$ cat config.mk
export PLATFORM = sky130hd
export DESIGN_NAME = tss_front
export DESIGN_NICKNAME = d
export VERILOG_FILES = /design/src/design/assert_macros.svh /design/src/design/tss_pkg.sv /design/src/design/tss_front.sv
export SDC_FILE = /design/constraint.sdc
export NUM_CORES = 1
export LEC_CHECK = 0
export BUFFER_PORTS_ARGS = -buffer_cell sky130_fd_sc_hd__buf_2
export CAP_MARGIN = 5
export CORE_UTILIZATION = 58
export CTS_CLUSTER_SIZE = 16
export DETAILED_ROUTE_END_ITERATION = 16
export GPL_TIMING_DRIVEN = 0
export PLACE_DENSITY_LB_ADDON = 0.2
export SETUP_SLACK_MARGIN = 0.2
export SLEW_MARGIN = 20
export SYNTH_ARGS = -nofsm -noshare
export SYNTH_HDL_FRONTEND = slang
export SYNTH_SLANG_ARGS = --single-unit
$ cat constraint.sdc
create_clock -name clk_i -period 5.2 [get_ports clk_i]
set_input_delay 0.78 -clock clk_i [delete_from_list [all_inputs] [get_ports clk_i]]
set_output_delay 0.78 -clock clk_i [all_outputs]
set_load 0.01 [all_outputs]
$ cat src/design/assert_macros.svh
// ----------------------------------------------------------------------------
// assert_macros: assertion helpers for the span pipeline
// Clocked on clk_i, disabled while rst_ni is low.
// ----------------------------------------------------------------------------
`ifndef ASSERT_MACROS_SVH
`define ASSERT_MACROS_SVH
// property must hold at every edge
`define TSS_ASSERT(name, prop, msg) \
  name: assert property (@(posedge clk_i) disable iff (!rst_ni) (prop)) else $error(msg);
// condition must never be seen
`define TSS_NEVER(name, cond, msg) \
  `TSS_ASSERT(name, !(cond), msg)
`endif

$ cat src/design/tss_pkg.sv
// ----------------------------------------------------------------------------
// tss_pkg: shared constants for the triangle span pipeline
// Default widths, register codes and queue depths.
// ----------------------------------------------------------------------------
package tss_pkg;
  localparam int COORD_BITS_DEF  = 16;
  localparam int SCREEN_BITS_DEF = 12;
  localparam int CFG_W           = 13;
  localparam int PAINT_W         = 8;
  localparam int MID_DEPTH       = 2;
  localparam int OUT_DEPTH       = 32;

  localparam logic [CFG_W-1:0] WIDTH_RST  = 13'd640;
  localparam logic [CFG_W-1:0] HEIGHT_RST = 13'd480;

  typedef enum logic {
    CFG_WIDTH  = 1'b0,
    CFG_HEIGHT = 1'b1
  } cfg_idx_e;
endpackage

$ cat src/design/tss_front.sv
// ----------------------------------------------------------------------------
// tss_front: vertex sort and edge setup
// Sorts by y, decides whether the row is drawn and prepares both edges.
// ----------------------------------------------------------------------------
module tss_front
  import tss_pkg::*;
#(
  parameter int C = COORD_BITS_DEF,
  parameter int S = SCREEN_BITS_DEF,
  localparam int JW = S + PAINT_W + 1 + 2 * (4 * C + 3)
) (
  input  logic                clk_i,
  input  logic                rst_ni,
  input  logic                in_valid_i,
  output logic                in_ready_o,
  input  logic signed [C-1:0] ax_i,
  input  logic signed [C-1:0] ay_i,
  input  logic signed [C-1:0] bx_i,
  input  logic signed [C-1:0] by_i,
  input  logic signed [C-1:0] cx_i,
  input  logic signed [C-1:0] cy_i,
  input  logic [S-1:0]        row_i,
  input  logic [PAINT_W-1:0]  paint_i,
  input  logic [CFG_W-1:0]    height_i,
  output logic                job_valid_o,
  input  logic                job_ready_i,
  output logic [JW-1:0]       job_o
);
  localparam int EW = ((S > C) ? S : C) + 2;
  localparam int HW = ((S > CFG_W) ? S : CFG_W) + 1;

  logic signed [C-1:0]  p0x, p0y, p1x, p1y, p2x, p2y, tx, ty;
  logic signed [EW-1:0] r_e, y0e, y1e, y2e;
  logic                 drawn, use_hi;
  logic signed [C-1:0]  sxs, sys, sxe, sye;
  logic signed [C:0]    ldx, sdx;
  logic [C:0]           lmag, smag, ldyw, sdyw;
  logic [C-1:0]         loff, soff;
  logic [JW-1:0]        job_d, job_q;
  logic                 v_q;

  assign in_ready_o  = !v_q || job_ready_i;
  assign job_valid_o = v_q;
  assign job_o       = job_q;

  always_comb begin
    tx = '0;
    ty = '0;
    if (ay_i < by_i) begin
      p0x = ax_i; p0y = ay_i; p1x = bx_i; p1y = by_i;
    end else begin
      p0x = bx_i; p0y = by_i; p1x = ax_i; p1y = ay_i;
    end
    p2x = cx_i;
    p2y = cy_i;
    if (p1y > p2y) begin
      tx = p1x; ty = p1y;
      p1x = p2x; p1y = p2y;
      p2x = tx; p2y = ty;
    end
    if (p0y > p1y) begin
      tx = p0x; ty = p0y;
      p0x = p1x; p0y = p1y;
      p1x = tx; p1y = ty;
    end

    r_e = signed'(EW'(row_i));
    y0e = EW'(p0y);
    y1e = EW'(p1y);
    y2e = EW'(p2y);
    drawn = (p0y < p2y) && (r_e >= y0e) && (r_e <= y2e) && (HW'(row_i) < HW'(height_i));

    use_hi = (r_e >= y1e);
    sxs = use_hi ? p1x : p0x;
    sys = use_hi ? p1y : p0y;
    sxe = use_hi ? p2x : p1x;
    sye = use_hi ? p2y : p1y;

    loff = C'(r_e - y0e);
    soff = use_hi ? C'(r_e - y1e) : C'(r_e - y0e);

    ldx  = (C+1)'(p2x) - (C+1)'(p0x);
    sdx  = (C+1)'(sxe) - (C+1)'(sxs);
    lmag = ldx[C] ? (~ldx + (C+1)'(2)) : (ldx + (C+1)'(1));
    smag = sdx[C] ? (~sdx + (C+1)'(2)) : (sdx + (C+1)'(1));
    ldyw = (C+1)'(p2y) - (C+1)'(p0y) + (C+1)'(1);
    sdyw = (C+1)'(sye) - (C+1)'(sys) + (C+1)'(1);

    job_d = {row_i, paint_i, drawn,
             p0x, loff, lmag, ldx[C], ldyw,
             sxs, soff, smag, sdx[C], sdyw};
  end

  always_ff @(posedge clk_i or negedge rst_ni) begin
    if (!rst_ni) begin
      v_q <= 1'b0;
    end else if (in_ready_o) begin
      v_q <= in_valid_i;
    end
  end

  always_ff @(posedge clk_i) begin
    if (in_ready_o && in_valid_i) begin
      job_q <= job_d;
    end
  end
endmodule

==> results of run 1 <==
-- stage by stage --
stage,cells,utilization
2_1_floorplan,1795,-
3_3_place_gp,2419,0.6910
3_5_place_dp,2421,0.6931
4_1_cts,2647,0.8269
-- per-layer routing --
| metal | overflow | GRT usage |
|---|---|---|
| met4 | 69 | 0.8213 |
| met1 | 4 | 0.7895 |
| met5 | 2 | 0.4470 |
| met2 | 100 | 0.9549 |
| met3 | 4 | 0.6961 |
-- logic make-up after synthesis --
group | Yosys count | synth area share
flip-flops | 156 | 0.2983
AND/OR/NAND/NOR | 527 | 0.1593
buffers and inverters | 233 | 0.05878
multiplexers | 54 | 0.03677
AO/OA/AOI/OAI | 502 | 0.2120
adder cells (fa/ha/maj) | 214 | 0.1740
XOR/XNOR | 109 | 0.06085
-- repair_timing --
item                                    4_1_cts
pin swaps                                   142
endpoints found under the setup margin      135
cloned                                        4
buffers inserted                            190
gates resized for setup                     313
==> flow_results.org, run 1 <==
** Outcome
- The flow did not finish.
- Last stage :: global routing (5_1_grt)
- The first error in the log reads "[ERROR GRT-0232] Routing congestion too high. Check the congestion heatmap in the GUI".

** Clocking
- # clock sinks :: 156
- Hold bufs inserted after CTS :: 0
- Total CTS buffers :: 17
- The tree is rooted in a clkbuf_16.
- Counting along the longest clock path gives a buffer depth of 2.
- The H-tree was split into 4 levels.

** Yosys
- When the netlist entered floorplanning its net count stood at 2142.
- Share of Yosys cell area claimed by the top area cell type :: 0.2967
- In the synthesized netlist, the number of instances is 1795.
- Flip-flop and latch count after synthesis :: 156
- Post-synth EDFFs :: 155
- After synthesis, the cell types taking the most area are edfxtp_1, ha_1, xnor2_1, inv_1, a21oi_1.
- Sequential fraction of the synthesis area :: 0.2983
- In the post-synthesis netlist, the cell with the most instances is ha_1.
- For this run, asynchronously set or reset flops after synthesis account for 0.006410.
- Post-synth design cell area :: 15690 um^2
- Most frequent cells after synthesis :: ha_1, inv_1, nand2_1, edfxtp_1, nor2_1
- Number of different library cells in the post-synthesis netlist :: 75
- The Yosys step of the flow raised 0 warnings.
- Library cell with the largest summed area after synthesis :: edfxtp_1
- The average instance in the mapped netlist occupies 8.740 um^2.
- Post-synth top flop :: edfxtp_1

** Global routing
- Entering global routing, the biggest net connects 63 pins.
- Total global routing overflow :: 179
- In the global route stage, overall resource usage came out at 0.8099.
- The number of antenna violations at the first check in global routing came to 21.

** Floorplan
- Number of top-level pins :: 290
- Initial core utilization :: 0.5970
- Width of the die :: 166.5 um
- Rows :: 59
- Floorplan die height :: 166.5 um

** Place
- Routability-driven placement finished with a final weighted congestion of 1.016.
- At the placement stage, the worst setup path has a slack of -9.306 ns.
- Area after DPL :: 18220 um^2
- In this run the tool buffered the top-level ports with 289 buffer cells.
- Detailed placement ended at an HPWL of 41.17 mm.

** Timing
- After the last repair the worst path ends at a sequential cell input.
- Once global-route timing repair stopped, the endpoint with the least setup slack was job_o[28]$_DFFE_PP_/D.
==> run 2, diff against run 1 <==
--- a/config.mk
+++ b/config.mk
@@ -7,12 +7,10 @@
 export LEC_CHECK = 0
 export BUFFER_PORTS_ARGS = -buffer_cell sky130_fd_sc_hd__buf_2
 export CAP_MARGIN = 5
-export CORE_UTILIZATION = 58
-export CTS_CLUSTER_SIZE = 16
+export CORE_UTILIZATION = 40
 export DETAILED_ROUTE_END_ITERATION = 16
 export GPL_TIMING_DRIVEN = 0
-export PLACE_DENSITY_LB_ADDON = 0.2
-export SETUP_SLACK_MARGIN = 0.2
+export PLACE_DENSITY_LB_ADDON = 0.15
 export SLEW_MARGIN = 20
 export SYNTH_ARGS = -nofsm -noshare
 export SYNTH_HDL_FRONTEND = slang
==> flow_results.org, run 2 <==
** Route
- The count of nets left with antenna violations once routing finished came out at 0.
- Number of vias per cell after detailed routing :: 5.718
- Drt pass-1 iters :: 5
- Detailed routing inserted a total of 15970 vias.
- After detailed routing, the number of remaining DRC violations is 0.
- Iteration-0 DRC count of the detailed router :: 996
- In the final routed layout, each cell accounts on average for 20.75 um.
- After detailed routing, the total wire length is 57.95 mm.

** Yosys
- Synthesized area per cell :: 8.740 um^2 (unchanged)
- Most frequent cells after synthesis :: ha_1, inv_1, nand2_1, edfxtp_1, nor2_1
- The number of unique standard cell types used by synthesis is 75 (unchanged).
- The net count of the mapped netlist was 2142 (unchanged).
- Synth warnings :: 0 (unchanged)
- The count of mapped cells out of synthesis was 1795 (unchanged).
- Flip-flop and latch count after synthesis :: 156 (unchanged)
- The summed instance area of the synthesized netlist is 15690 um^2 (unchanged).
- Post-synth EDFFs :: 155 (unchanged)
- The biggest area contributor in the post-synthesis netlist is edfxtp_1.
- Among all flip-flop cells after synthesis, the most frequent one is edfxtp_1.
- By area the synthesized netlist is led by edfxtp_1, ha_1, xnor2_1, inv_1, a21oi_1.
- Async S/R FF share, synth :: 0.006410 (unchanged)
- The proportion of synthesized chip area in sequential cells was 0.2983 (unchanged).
- Top-count cell post-synth :: ha_1
- Share of Yosys cell area claimed by the top area cell type :: 0.2967 (unchanged)

** Setup path
- The worst setup path is captured at a register.
- Endpoint required time on the critical path :: 5.54 ns
- In this design, the largest share of critical-path delay is due to compound AO/OA/AOI/OAI gates.
- STA classifies the critical path startpoint as a primary input.
- Data arrives at the worst endpoint at 12.68 ns.
- Worst setup path category :: primary input to register
- CP max stage delay :: 0.58 ns
- Count of buffering cells on the critical path with inverters included :: 12
- Cell at the slowest stage of the critical path :: or4_4
- Along the worst path, the maximum fanout reaches 7.
- Counting stages on the worst path, the most repeated cell is a21o_1.

** Place
- The number of port buffers is 289 (unchanged).
- The setup slack at placement is -9.562 ns (-0.2562 ns).
- The HPWL after detailed placement came to 43.95 mm (+6.8%).
- RePlAce Congestion :: 0.9144 (-10%)

** Job
- Max Cap Violations :: 0

** Timing
- Setup violations remaining at the end of the flow were counted as 135.
- Max Fclk :: 81.02 MHz
- Setup repair after global routing could not meet its margin everywhere.
- Worst slew slack as a fraction of its limit :: 0.3283
- The number of hold-slack violations in the final timing report came to 0.
- Slew @ Worst Pin :: 0.9970 ns
- After layout, the worst setup slack is -7.143 ns.
- Dividing the final minimum period by the clock period gives 2.374.
- On the final layout, the worst clock skew is 0.007237 ns.
- Number of max-slew violations in the final report :: 0
- Minimum period implied by the final worst setup slack :: 12.34 ns

** Floorplan
- The top-level I/O count came to 290 (unchanged).
- The total area inside the core boundary comes to 38650 um^2.
- The die covers 40020 um^2.
- The initial core utilization came to 0.4060 (-0.1910).
- The floorplan row count is 72 (+22%).
- Floorplan die height :: 200.0 um (+20%)
- The x dimension of the die came to 200.0 um (+20%).

** Clocking
- The number of H-tree branching levels came to 4 (unchanged).
- The number of sinks on the clock net came to 156 (unchanged).
- The cts-stage hold buffer count came to 0 (unchanged).
- Clock-pin slew was measured on the worst setup and hold paths at 0.07 ns.
- The worst-case clock buffer depth was 2 (unchanged).
- The root buffer cell chosen for the clock tree is clkbuf_16.
- The number of buffers created by CTS was 17 (unchanged).
- TritonCTS built the clock tree.
- Clock latency on the worst-skew pair :: 0.48 ns

** Layout
- Top library cells by usage in the layout, fill and taps aside :: buf_2, ha_1, edfxtp_1, nand2_1, buf_4
- Multi-input gate area in the final layout :: 11800 um^2
- The layout has 3403 filler cells.
- Final Net Count :: 2605
- Seq. cell area :: 4679 um^2
- In the final layout, the share of cells above drive strength 1 is 0.3677.
- For this run, the share of the core covered by cells in the final layout is 0.5668.
- The register with the most flip-flops in the layout has 155 of them.
- Layout overhead on the synthesized area :: 39.61%
- Most common cell after layout, fill and taps aside :: buf_2

** Global routing
- Pin count of the biggest net entering global routing :: 52
- Initial antenna violation count :: 4
- For this run the aggregate overflow at the end of global routing stands at 0.
- Wire length of the first global-routing pass :: 85.19 mm
- The via count of the first global-routing pass is 15230.
- In the global route stage, overall resource usage came out at 0.2834.

** Min path
- Path type of the worst min-delay path :: primary input to async pin

** Outcome
- Result of the run :: finished, violations left
- The checks that failed: negative setup slack.
[run 2: area by class of cell]
cell class,count,share of cell area
timing repair buffer,445,0.1301
buffer,63,0.03033
clock inverter,14,0.006855
multi-input combinational,1406,0.5386
sequential,156,0.2136
antenna,4,0.0004570
clock buffer,18,0.01959
inverter,169,0.03079
tap,518,0.02959
[run 2: per-layer routing]
layer	vias up	share of wire	track usage
met5	-	0.00024	0
met4	4	0.039	0.1272
met3	154	0.062	0.04940
met2	613	0.50	0.5031
met1	7657	0.40	0.3325
li1	7542	-	-
[run 2: path summary, 6_finish.rpt]
check,startpoint,end,slack (ns),cells after the start
worst min register to register,job_valid_o$_DFFE_PN0N_,job_valid_o$_DFFE_PN0N_,0.53,2
min in group clk_i,paint_i[7],job_o[142]$_DFFE_PP_,0.47,1
max in group asynchronous,rst_ni,job_valid_o$_DFFE_PN0N_,5.06,1
worst max register to register,job_valid_o$_DFFE_PN0N_,job_o[120]$_DFFE_PP_,3.45,4
worst max-delay path,ay_i[14],job_o[34]$_DFFE_PP_,-7.14,63
worst min-delay path,rst_ni,job_valid_o$_DFFE_PN0N_,0.06,1
[run 2: what timing repair did]
action,4_1_cts,5_1_grt
cloned,4,0
endpoints found under the setup margin,135,135
pin swaps,91,47
gates resized for setup,217,156
setup buffers,108,42
[run 2: worst register-to-register path, stage by stage, from the launching register on]
cell and delay, ns:
dfrtp_1 0.37, nand2b_1 0.11, and2_4 0.36, buf_16 0.28, buf_16 0.28
[run 2: cell families (layout without fill, tap and decap cells)]
kind of cell	Yosys count	in the layout	synth area share
simple gates	527	527	0.1593
compound gates	502	502	0.2120
buf+inv	233	709	0.05878
fa+ha+maj	214	214	0.1740
flops	156	156	0.2983
xor+xnor	109	109	0.06085
mux	54	54	0.03677
other cells	0	4	0
[run 2: through the flow]
step	instances	cell area, um^2	hold WS [ns]	setup TNS, ns
2_1_floorplan	1795	16290	0.4844	-554.72
3_3_place_gp	2602	18390	0.4980	-1054.22
3_5_place_dp	2605	18470	0.5187	-850.15
4_1_cts	2747	20910	0.03859	-577.17
5_1_grt	2791	21900	0.04141	-620.90
6_report	2793	21900	0.06138	-582.20
Power of run 2 is left out: the tool's default activity adds up to more than one toggle a clock period on the data nets, which glitch-free logic cannot reach.
