File: config.mk
export PLATFORM = sky130hd
export DESIGN_NAME = tss_fifo
export DESIGN_NICKNAME = d
export VERILOG_FILES = /design/src/design/tss_fifo.sv
export VERILOG_INCLUDE_DIRS = /design/src /design/src/design
export SDC_FILE = /design/constraint.sdc
export NUM_CORES = 1
export LEC_CHECK = 0
export ABC_AREA = 1
export BUFFER_PORTS_ARGS = -buffer_cell sky130_fd_sc_hd__buf_2
export CORE_UTILIZATION = 53
export DETAILED_ROUTE_END_ITERATION = 8
export PLACE_DENSITY = 0.81
export RECOVER_POWER = 25
export SLEW_MARGIN = 15
export SYNTH_ARGS = -nofsm -noshare
export SYNTH_HDL_FRONTEND = slang
export SYNTH_SLANG_ARGS = --single-unit
File: constraint.sdc
create_clock -name clk_i -period 3.7 [get_ports clk_i]
set_input_delay 0.37 -clock clk_i [delete_from_list [all_inputs] [get_ports clk_i]]
set_output_delay 0.37 -clock clk_i [all_outputs]
set_load 0.02 [all_outputs]
File: src/design/assert_macros.svh
// ----------------------------------------------------------------------------
// assert_macros: assertion helpers for the span pipeline
// Clocked on clk_i, disabled while rst_ni is low.
// ----------------------------------------------------------------------------
`ifndef ASSERT_MACROS_SVH
`define ASSERT_MACROS_SVH
// property must hold at every edge
`define TSS_ASSERT(name, prop, msg) \
  name: assert property (@(posedge clk_i) disable iff (!rst_ni) (prop)) else $error(msg);
// condition must never be seen
`define TSS_NEVER(name, cond, msg) \
  `TSS_ASSERT(name, !(cond), msg)
`endif

File: src/design/tss_fifo.sv
// ----------------------------------------------------------------------------
// tss_fifo: small first-in first-out word queue
// Flop storage, pointer wrap at DEPTH, push and pop in the same cycle.
// ----------------------------------------------------------------------------
`include "assert_macros.svh"
module tss_fifo #(
  parameter int W     = 8,
  parameter int DEPTH = 2
) (
  input  logic         clk_i,
  input  logic         rst_ni,
  input  logic         push_i,
  input  logic [W-1:0] data_i,
  output logic         full_o,
  input  logic         pop_i,
  output logic [W-1:0] data_o,
  output logic         empty_o
);
  localparam int AW = (DEPTH > 1) ? $clog2(DEPTH) : 1;
  localparam int NW = $clog2(DEPTH + 1);

  logic [W-1:0]  mem_q [DEPTH];
  logic [AW-1:0] wptr_q, wptr_d, rptr_q, rptr_d;
  logic [NW-1:0] cnt_q, cnt_d;
  logic          do_push, do_pop;

  assign full_o  = (cnt_q == NW'(DEPTH));
  assign empty_o = (cnt_q == '0);
  assign do_push = push_i && !full_o;
  assign do_pop  = pop_i && !empty_o;
  assign data_o  = mem_q[rptr_q];

  always_comb begin
    wptr_d = wptr_q;
    rptr_d = rptr_q;
    cnt_d  = cnt_q;
    if (do_push) begin
      wptr_d = (wptr_q == AW'(DEPTH - 1)) ? '0 : wptr_q + AW'(1);
    end
    if (do_pop) begin
      rptr_d = (rptr_q == AW'(DEPTH - 1)) ? '0 : rptr_q + AW'(1);
    end
    if (do_push && !do_pop) begin
      cnt_d = cnt_q + NW'(1);
    end else if (do_pop && !do_push) begin
      cnt_d = cnt_q - NW'(1);
    end
  end

  always_ff @(posedge clk_i or negedge rst_ni) begin
    if (!rst_ni) begin
      wptr_q <= '0;
      rptr_q <= '0;
      cnt_q  <= '0;
    end else begin
      wptr_q <= wptr_d;
      rptr_q <= rptr_d;
      cnt_q  <= cnt_d;
    end
  end

  always_ff @(posedge clk_i) begin
    if (do_push) begin
      mem_q[wptr_q] <= data_i;
    end
  end

  `TSS_ASSERT(a_fifo_cnt_range, cnt_q <= NW'(DEPTH), "fifo count beyond depth")
endmodule

==> flow_summary_export.csv, run 1 <==
group,metric,value,unit
place,port_buffers,21,
sta,hold_slack,0.2611,ns
global_routing,antenna_found_initial,0,
yosys,yosys.area_share.simple,20.09,%
cts,htree_levels,1,
cts,root_buffer,"clkbuf_4",
power,p_per_area,802.0,nW/um2
setup_path,crit_top_cell,"nand2_1",
sta,min_period_over_period,45.29,%
yosys,synth_top_family_by_area,"simple AND/OR/NAND/NOR gates",
setup_path,cp_num_buf_inv,2,
layout,fin_nets,112,
setup_path,r2r_slack,2.17,ns
cts,cts_sinks,20,
floorplan,rows,13,
yosys,synthFlopType,"edfxtp_1",
hold_path,worst_hold_path.num_cells,1,
yosys,synth_mux_area_share,0,%
floorplan,start_util,59.25,%
setup_path,slowest_stage,"dfrtp_1",
sta,hold_viol_final,0,
floorplan,die_h,41.08,um
global_routing,track_usage,20.25,%
floorplan,die_w,41.08,um
yosys,synth-edff-count,16,
layout,drive_gt1_share,25.51,%
sta,tns,0,ns
routing,postRouteAntennaNets,0,
yosys,syn-instance-count,73,
setup_path,cp.arrival,1.31,ns
floorplan,ios,22,
hold_path,hold_path.class,"in -> reg",
yosys,synth_compound_area_share,1.236,%
yosys,syn-cell-area,809.5,um2
yosys,yosysTopAreaCellShare,59.35,%
sta,rsz0062_at_grt,"no",
cts,max-clock-path-buffers,2,
power,p_leak,0.0004583,uW
setup_path,crit_path_start_kind,"flip-flop",
sta,max_freq,596.7,MHz
power,irDropWorstVdd,0.0005443,V
global_routing,grt_first_pass_wirelength,2035,um
routing,vias,569,
global_routing,grt_pass1_vias,463,
place,hpwl,992.7,um
setup_path,critPathRequiredTime,3.33,ns
cts,cts-resized-gates,0,
global_routing,grt-ovfl-total,0,
setup_path,r2r-start,"cnt_q[0]$_DFFE_PN0P_",
setup_path,reg2reg_to,"mem_q[1][7]$_DFFE_PP_",
setup_path,cp_cell_sequence,"inv_2 > nand2_1 > nand2_1 > buf_2",
hold_path,holdPathEnd,"mem_q[0][5]$_DFFE_PP_",
sta,setup_violations,0,
layout,area_delta_synth_final,18.86,%
setup_path,crit_path_end_kind,"output pin",
yosys,synth_seq_cells,20,
setup_path,path_max_fanout,10,
yosys,synthAdderAreaFrac,1.546,%
routing,vias_per_cell,5.035,
setup_path,path_class,"reg -> out",
layout,fin_area,962.2,um2
routing,drc,0,
yosys,synth_top_area_cell,"edfxtp_1",
yosys,syn_avg_cell_area,11.09,um2
routing,drt-total-wl,1381,um
status,status,"finished clean",
routing,drt_iter0_drc,18,
yosys,syn-num-nets,86,
sta,slew_violations,0,
floorplan,die-area,1688,um2
flow_run,max_cap_violations,0,
routing,post_drt_wl_per_cell,12.22,um
cts,clkLatencyLatePin,0.29,ns
layout,antennaDiodeCount,0,
place,postPlaceCellArea,928.4,um2
sta,fin_crit,1.676,ns
setup_path,rr_worst_depth,2,
layout,final_util,70.42,%
yosys,synth.distinct_cells,14,
setup_path,crit_path_max_incr_delay,0.56,ns
yosys,synthTopCellsByArea,"edfxtp_1, nand2_1, dfrtp_1",
cts,clkTransAtPathRegs,0.10,ns
sta,worst-slew-pin-transition,0.6421,ns
routing,first_pass_iters,4,
global_routing,grt_max_degree,12,
cts,cts_inserted_buffers,3,
setup_path,crit_family,"flip-flops",
yosys,synthXorXnorAreaFrac,1.082,%
yosys,postSynth.asyncResetShare,20.00,%
sta,relSlewSlack,57.03,%
place,place.gp.congestion,0.7805,
cts,cts_tree,"built",
floorplan,core,1366,um2
sta,skew,0.004077,ns
yosys,synth_seq_area_share,71.72,%
hold_path,holdCritStartpoint,"data_i[5]",
yosys,yosys_warnings,0,
## metal layers
| metal | vias to the layer above | share of wire [%] | GRT usage, % | routed length, um |
|---|---|---|---|---|
| li1 | 285 | - | - | - |
| met1 | 258 | 42 | 22.86 | 586 |
| met2 | 24 | 50 | 33.98 | 697 |
| met3 | 2 | 5.8 | 4.891 | 80 |
| met4 | 0 | 1.2 | 12.50 | 16 |
| met5 | - | 0 | 0 | 0 |
## sequential cells by signal (all words and copies together) (netlist names)
name,flops
cnt_q,2
rptr_q,1
wptr_q,1
mem_q,16
## worst max-delay path by stage
stage / startpoint / to / slack [ns] / cells after the start
after floorplan: cnt_q[0]$_DFFE_PN0P_ / cnt_q[1]$_DFFE_PN0P_ / 2.30 / 7
after global placement: cnt_q[1]$_DFFE_PN0P_ / mem_q[1][2]$_DFFE_PP_ / 2.24 / 3
after detailed placement: cnt_q[1]$_DFFE_PN0P_ / mem_q[1][1]$_DFFE_PP_ / 2.20 / 3
after CTS: rptr_q$_DFFE_PN0P_ / data_o[6] / 1.99 / 4
after global routing: rptr_q$_DFFE_PN0P_ / data_o[6] / 1.92 / 4
final: rptr_q$_DFFE_PN0P_ / data_o[6] / 2.02 / 4
## synthesized netlist by cell type, types with 2 or more instances
| cell type | number |
|---|---|
| dfrtp_1 | 4 |
| nor2_2 | 2 |
| inv_1 | 7 |
| edfxtp_1 | 16 |
| nand2_1 | 33 |
| nor2_1 | 2 |
| o21ai_0 | 2 |
## power breakdown
group	switching (uW)	total [uW]	internal, uW
sequential	45.9	359	313
clock	60.6	103	41.9
combinational	209	311	101
## cell type report
| class | instances | area [um2] |
|---|---|---|
| clock buffers | 4 | 26.28 |
| fillers | 110 | 404.1 |
| inverters | 8 | 30.03 |
| multi-input cells | 44 | 193.9 |
| flip-flops and latches | 20 | 580.6 |
| well taps | 15 | 18.77 |
| repair buffers | 22 | 112.6 |
## placed cells by master (no fill, tap or decap), types with 2 or more instances in the layout
| master | instances |
|---|---|
| buf_2 | 19 |
| clkbuf_1 | 3 |
| clkbuf_4 | 3 |
| dfrtp_1 | 4 |
| edfxtp_1 | 16 |
| inv_1 | 7 |
| nand2_1 | 33 |
| nor2_1 | 2 |
| nor2_2 | 2 |
| o21ai_0 | 2 |
## per-stage QoR
stage	total power (uW)	cells	worst slack, ns
3_5_place_dp	673.7	108	2.202
3_3_place_gp	658.6	108	2.235
6_report	771.7	113	2.024
5_1_grt	833.2	113	1.924
4_1_cts	774.5	113	1.990
2_1_floorplan	572.8	73	2.301
## logic make-up (layout without fill, tap and decap cells)
group / Yosys count / in the layout
AOI/OAI and AO/OA: 2 / 2
xor gates and xnor gates: 1 / 1
adders and majority gates: 1 / 1
buffers and inverters: 9 / 34
DFF: 20 / 20
and+or+nand+nor: 40 / 40
## what timing repair did
item / CTS / global route
hold endpoints to repair: 4 / 0
buffers inserted: 0 / 0
hold buffers: 1 / 0
## worst register-to-register path, delay by kind of cell, from the launching register on
family          cells  cell delay (ns)
simple gates        1             0.52
flops               1             0.49
compound gates      1             0.16
Note: power is estimated with default switching activity, not from simulation.
==> run 2: changes to the inputs <==
Settings changed: ABC_AREA 1 to 0, CORE_UTILIZATION 53 to 48, PLACE_DENSITY 0.81 to 0.74.
Clock period 3.7 ns to 1.7 ns, I/O delays scaled along.
==> run 2 against run 1 <==
  * Cell count fell by 23%
  * Synthesized cell count fell by 40%
  * Routed wire length decreased by 18%
  * Register-to-register slack worse by 2.0 ns
  * Total power is 110% higher
  * Critical endpoint is now data_o[2]
  * Highest routed layer is now met3
==> flow_summary_export.csv, run 2 <==
group,metric,value,unit
status,status,"finished clean",
setup_path,cp_num_buf_inv,1,
sta,hold_viol_final,0,
routing,drt_iter0_drc,5,
sta,max_freq,630.8,MHz
power,p_seq_share,49.1,%
floorplan,die-area,1794,um2
setup_path,crit_path_end_kind,"output pin",
yosys,syn_avg_cell_area,17.77,um2
cts,clkTransAtPathRegs,0.10,ns
yosys,synth_mux_area_share,11.52,%
floorplan,rows,14,
yosys,yosys_warnings,0,
hold_path,holdCritStartpoint,"data_i[4]",
cts,cts_tree,"built",
power,combPwrFrac,37.4,%
floorplan,ios,22,
yosys,yosys.area_share.simple,3.840,%
power,p_leak,0.0004038,uW
sta,rsz0062_at_grt,"no",
power,pwr-share-clk,13.4,%
global_routing,antenna_found_initial,0,
cts,ctsHoldBuffers,1,
yosys,syn-cell-area,782.0,um2
yosys,synthTopCellsByArea,"edfxtp_1, dfrtp_1, mux2_1",
cts,post_cts_buffers,0,
setup_path,r2r_slack,0.21,ns
power,p_per_area,1695,nW/um2
global_routing,grt_pass1_vias,450,
yosys,synthFlopType,"edfxtp_1",
floorplan,start_util,51.91,%
layout,fillCellCount,129,
layout,fin_area,953.4,um2
flow_run,max_cap_violations,0,
cts,cts-resized-gates,0,
yosys,yosysMostFrequentCell,"edfxtp_1",
sta,worst-slew-pin-transition,0.3960,ns
routing,postRouteAntennaNets,0,
global_routing,grt-ovfl-total,0,
setup_path,r2r-start,"cnt_q[0]$_DFFE_PN0P_",
power,switching_share,35.08,%
yosys,synthXorXnorAreaFrac,6.560,%
setup_path,path_max_fanout,9,
setup_path,path_class,"reg -> out",
yosys,synth_top_family_by_area,"multiplexers",
setup_path,rr_worst_depth,6,
global_routing,grt_first_pass_wirelength,1945,um
yosys,yosys-top-cells-count,"edfxtp_1, mux2_1, dfrtp_1",
setup_path,reg2reg_to,"cnt_q[1]$_DFFE_PN0P_",
floorplan,core,1506,um2
layout,antennaDiodeCount,0,
yosys,synth_seq_area_share,74.24,%
setup_path,crit_family,"flip-flops",
yosys,synthAdderAreaFrac,1.600,%
routing,first_pass_iters,4,
yosys,synth_top_area_cell,"edfxtp_1",
setup_path,crit_path_start_kind,"flip-flop",
cts,cts_sinks,20,
power,p_int,1049,uW
sta,slew_violations,0,
place,place.gp.congestion,0.6094,
routing,drt-total-wl,1126,um
sta,fin_crit,1.585,ns
place,port_buffers,21,
setup_path,crit_path_max_incr_delay,0.59,ns
cts,htree_levels,1,
floorplan,die_w,42.36,um
layout,reg_top3,"mem_q x16, cnt_q x2",
sta,min_period_over_period,93.26,%
routing,drc,0,
setup_path,cp.arrival,1.42,ns
setup_path,cp_cell_sequence,"mux2_2 > buf_2",
layout,area_delta_synth_final,21.92,%
yosys,syn-num-nets,57,
global_routing,track_usage,14.76,%
hold_path,hold_path.class,"in -> reg",
hold_path,holdPathEnd,"mem_q[0][4]$_DFFE_PP_",
cts,clkLatencyLatePin,0.29,ns
yosys,postSynth.asyncResetShare,20.00,%
routing,vias,431,
routing,vias_per_cell,4.954,
place,postPlaceCellArea,917.1,um2
sta,setup_violations,0,
yosys,synth.distinct_cells,15,
cts,max-clock-path-buffers,2,
hold_path,worst_hold_path.num_cells,1,
routing,post_drt_wl_per_cell,12.94,um
cts,root_buffer,"clkbuf_4",
layout,final_cell_mix,"buf_2, edfxtp_1, mux2_1",
layout,largest_reg_flops,16,
layout,max_flop_register,"mem_q",
yosys,synth_seq_cells,20,
yosys,synth_compound_area_share,0.6400,%
power,p_sw,567.0,uW
sta,skew,0.007031,ns
setup_path,slowest_stage,"dfrtp_1",
yosys,yosysTopAreaCellShare,61.44,%
yosys,syn-instance-count,44,
sta,tns,0,ns
layout,drive_gt1_share,42.25,%
cts,cts_inserted_buffers,3,
sta,relSlewSlack,73.60,%
setup_path,critPathRequiredTime,1.53,ns
yosys,synth-edff-count,16,
global_routing,grt_max_degree,12,
power,irDropWorstVdd,0.001036,V
floorplan,die_h,42.36,um
layout,layout_commonest_cell,"buf_2",
layout,fin_nets,85,
[run 2: power by group through the flow]
stage | combinational, uW | sequential [uW] | clock (uW)
5_1_grt | 656 | 820 | 242
3_3_place_gp | 597 | 801 | 0
6_report | 605 | 794 | 217
3_5_place_dp | 610 | 809 | 0
2_1_floorplan | 472 | 746 | 0
4_1_cts | 620 | 797 | 227
[run 2: through the flow]
step	setup WS (ns)	utilization (%)	power, uW	hold slack (ns)	instances
3_5_place_dp	0.2317	60.88	1419	-0.01805	82
5_1_grt	0.02637	63.29	1719	0.04986	87
6_report	0.1146	63.29	1616	0.06307	87
4_1_cts	0.08724	63.29	1644	0.05344	87
2_1_floorplan	0.3079	-	1218	-0.1256	44
3_3_place_gp	0.2644	60.88	1398	-0.01719	82
[run 2: worst max path at each step]
stage / to / slack (ns) / start / cells past startpoint
2_1_floorplan: mem_q[0][0]$_DFFE_PP_ / 0.31 / cnt_q[0]$_DFFE_PN0P_ / 3
3_3_place_gp: cnt_q[1]$_DFFE_PN0P_ / 0.26 / cnt_q[0]$_DFFE_PN0P_ / 6
3_5_place_dp: cnt_q[1]$_DFFE_PN0P_ / 0.23 / cnt_q[0]$_DFFE_PN0P_ / 6
4_1_cts: data_o[2] / 0.09 / rptr_q$_DFFE_PN0P_ / 2
5_1_grt: data_o[2] / 0.03 / rptr_q$_DFFE_PN0P_ / 2
6_report: data_o[2] / 0.11 / rptr_q$_DFFE_PN0P_ / 2
[run 2: metal layers]
layer / vias up / wire length, um / global-route usage [%]
met5: - / 0 / 0
met4: 0 / 0 / 3.750
met3: 0 / 63 / 3.879
met2: 15 / 609 / 25.23
met1: 204 / 453 / 18.69
li1: 212 / - / -
[run 2: final cells by class]
cell class | instances | area [um2] | area share [%]
Tap cell | 16 | 20.02 | 2.100
Inverter | 2 | 7.507 | 0.7874
Timing Repair Buffer | 24 | 130.1 | 13.65
Multi-Input combinational cell | 21 | 188.9 | 19.82
Clock buffer | 4 | 26.28 | 2.756
Sequential cell | 20 | 580.6 | 60.89
[run 2: logic make-up (layout without fill, tap and decap cells)]
family                     after synthesis  count (layout)
and+or+nand+nor                          6               6
adders and majority gates                1               1
muxes                                    8               8
xor gates and xnor gates                 5               5
buffers and inverters                    3              30
AOI/OAI and AO/OA                        1               1
DFF                                     20              20
==> run 3: changes to the inputs <==
Settings changed: ABC_AREA 0 to 1, CORE_UTILIZATION 48 to 49, PLACE_DENSITY 0.74 to 0.75.
==> run 3 against run 2 <==
  * Sequential share of layout area decreased by 2.7 points
  * Fmax increased by 5.8%
  * Clock skew decreased by 0.00095 ns
  * Clock power increased by 76%
  * Die area increased by 1.4%
  * Cell count increased by 32%
  * Cell area increased by 4.7%
  * Sequential cell count unchanged
  * Combinational power increased by 14%
  * Critical endpoint unchanged
  * Largest cell class unchanged
==> flow_summary_export.csv, run 3 (same netlist as run 1, synthesis figures left out) <==
group,metric,value,unit
floorplan,core,1524,um2
global_routing,grt_pass1_vias,570,
global_routing,antenna_found_initial,0,
sta,rsz0062_at_grt,"no",
cts,cts_tree,"built",
sta,skew,0.006079,ns
setup_path,r2r-start,"cnt_q[0]$_DFFE_PN0P_",
cts,max-clock-path-buffers,2,
global_routing,grt-ovfl-total,0,
place,hpwl,1074,um
sta,max_freq,667.7,MHz
setup_path,reg2reg_to,"cnt_q[1]$_DFFE_PN0P_",
layout,fin_nets,113,
routing,postRouteAntennaNets,0,
routing,vias,556,
layout,largest_reg_flops,16,
global_routing,grt_first_pass_wirelength,2442,um
sta,hold_viol_final,0,
place,dp_cells,110,
hold_path,holdPathEnd,"mem_q[1][3]$_DFFE_PP_",
layout,reg_top3,"mem_q x16, cnt_q x2",
setup_path,r2r_slack,0.25,ns
cts,clkTransAtPathRegs,0.11,ns
sta,min_period_over_period,88.10,%
routing,drt_iter0_drc,10,
setup_path,crit_path_start_kind,"flip-flop",
setup_path,critPathRequiredTime,1.53,ns
global_routing,track_usage,18.90,%
routing,first_pass_iters,3,
layout,fillCellCount,124,
routing,drc,0,
routing,vias_per_cell,4.835,
floorplan,ios,22,
layout,drive_gt1_share,28.28,%
sta,tns,0,ns
sta,slew_violations,0,
floorplan,rows,14,
layout,final_util,65.52,%
routing,drt-total-wl,1432,um
cts,clkLatencyLatePin,0.30,ns
power,p_leak,0.0004793,uW
layout,area_delta_synth_final,23.34,%
cts,cts-resized-gates,0,
hold_path,holdCritStartpoint,"data_i[3]",
floorplan,die-area,1819,um2
flow_run,max_cap_violations,0,
floorplan,die_h,42.65,um
sta,worst-slew-pin-transition,0.3636,ns
cts,root_buffer,"clkbuf_4",
cts,cts_sinks,20,
layout,antennaDiodeCount,0,
layout,fin_cells,115,
cts,post_cts_buffers,0,
cts,ctsHoldBuffers,1,
hold_path,worst_hold_path.num_cells,1,
sta,setup_violations,0,
power,p_per_area,1851,nW/um2
floorplan,start_util,53.12,%
sta,fin_crit,1.498,ns
power,irDropWorstVdd,0.001314,V
global_routing,grt_max_degree,13,
place,place.gp.congestion,0.7092,
layout,final_cell_mix,"nand2_1, buf_2, edfxtp_1",
layout,max_flop_register,"mem_q",
status,status,"finished clean",
sta,relSlewSlack,75.76,%
cts,cts_inserted_buffers,3,
setup_path,path_max_fanout,10,
routing,post_drt_wl_per_cell,12.45,um
setup_path,rr_worst_depth,6,
hold_path,hold_path.class,"in -> reg",
setup_path,cp.arrival,1.33,ns
setup_path,path_class,"reg -> out",
place,port_buffers,21,
floorplan,die_w,42.65,um
setup_path,crit_path_end_kind,"output pin",
cts,htree_levels,1,
layout,layout_commonest_cell,"nand2_1",
power,power,1849,uW
==> run 3: routing by layer <==
layer  track usage, %  routed length (um)  vias up
li1                 -                   -      289
met1            22.19                 625      249
met2            33.03                 737       16
met4            9.375                   9        0
met3            3.017                  60        2
met5                0                   0        -
==> run 3: critical path, stage by stage (launching register included) <==
cell and delay (ns):
dfrtp_1 0.58, inv_2 0.16, nand2_1 0.09, nand2_1 0.06, buf_2 0.15
==> run 3: where the power goes <==
part	internal [uW]	leakage (uW)	switching, uW
logic	230	0.000255	460
registers	680	0.000197	97.5
clock network	238	0.0000279	143
total	1150	0.000479	701
==> run 3: stage by stage <==
stage	worst slack, ns	cell area [um2]	hold WS, ns
after floorplan	0.3010	809.5	-0.1256
after global placement	0.2974	937.1	-0.01773
after detailed placement	0.2547	937.1	-0.01486
after CTS	0.1847	999.7	0.04750
after global routing	0.02564	998.5	0.04479
final	0.2022	998.5	0.05157
==> run 3: final cells by class <==
class / count / area [um2] / area share (%)
clock buffers: 3 / 22.52 / 2.256
repair buffers: 23 / 121.4 / 12.16
well taps: 16 / 20.02 / 2.005
clock inverters: 1 / 30.03 / 3.008
flip-flops and latches: 20 / 580.6 / 58.15
multi-input cells: 44 / 193.9 / 19.42
inverters: 8 / 30.03 / 3.008
==> run 3: worst max path at each step <==
stage | start | to | slack [ns] | cells past startpoint
finish | rptr_q$_DFFE_PN0P_ | data_o[2] | 0.20 | 4
global placement | cnt_q[0]$_DFFE_PN0P_ | cnt_q[1]$_DFFE_PN0P_ | 0.30 | 6
detailed placement | cnt_q[0]$_DFFE_PN0P_ | cnt_q[1]$_DFFE_PN0P_ | 0.25 | 6
floorplan | cnt_q[0]$_DFFE_PN0P_ | cnt_q[1]$_DFFE_PN0P_ | 0.30 | 7
CTS | rptr_q$_DFFE_PN0P_ | data_o[2] | 0.18 | 4
global route | cnt_q[0]$_DFFE_PN0P_ | cnt_q[1]$_DFFE_PN0P_ | 0.03 | 6
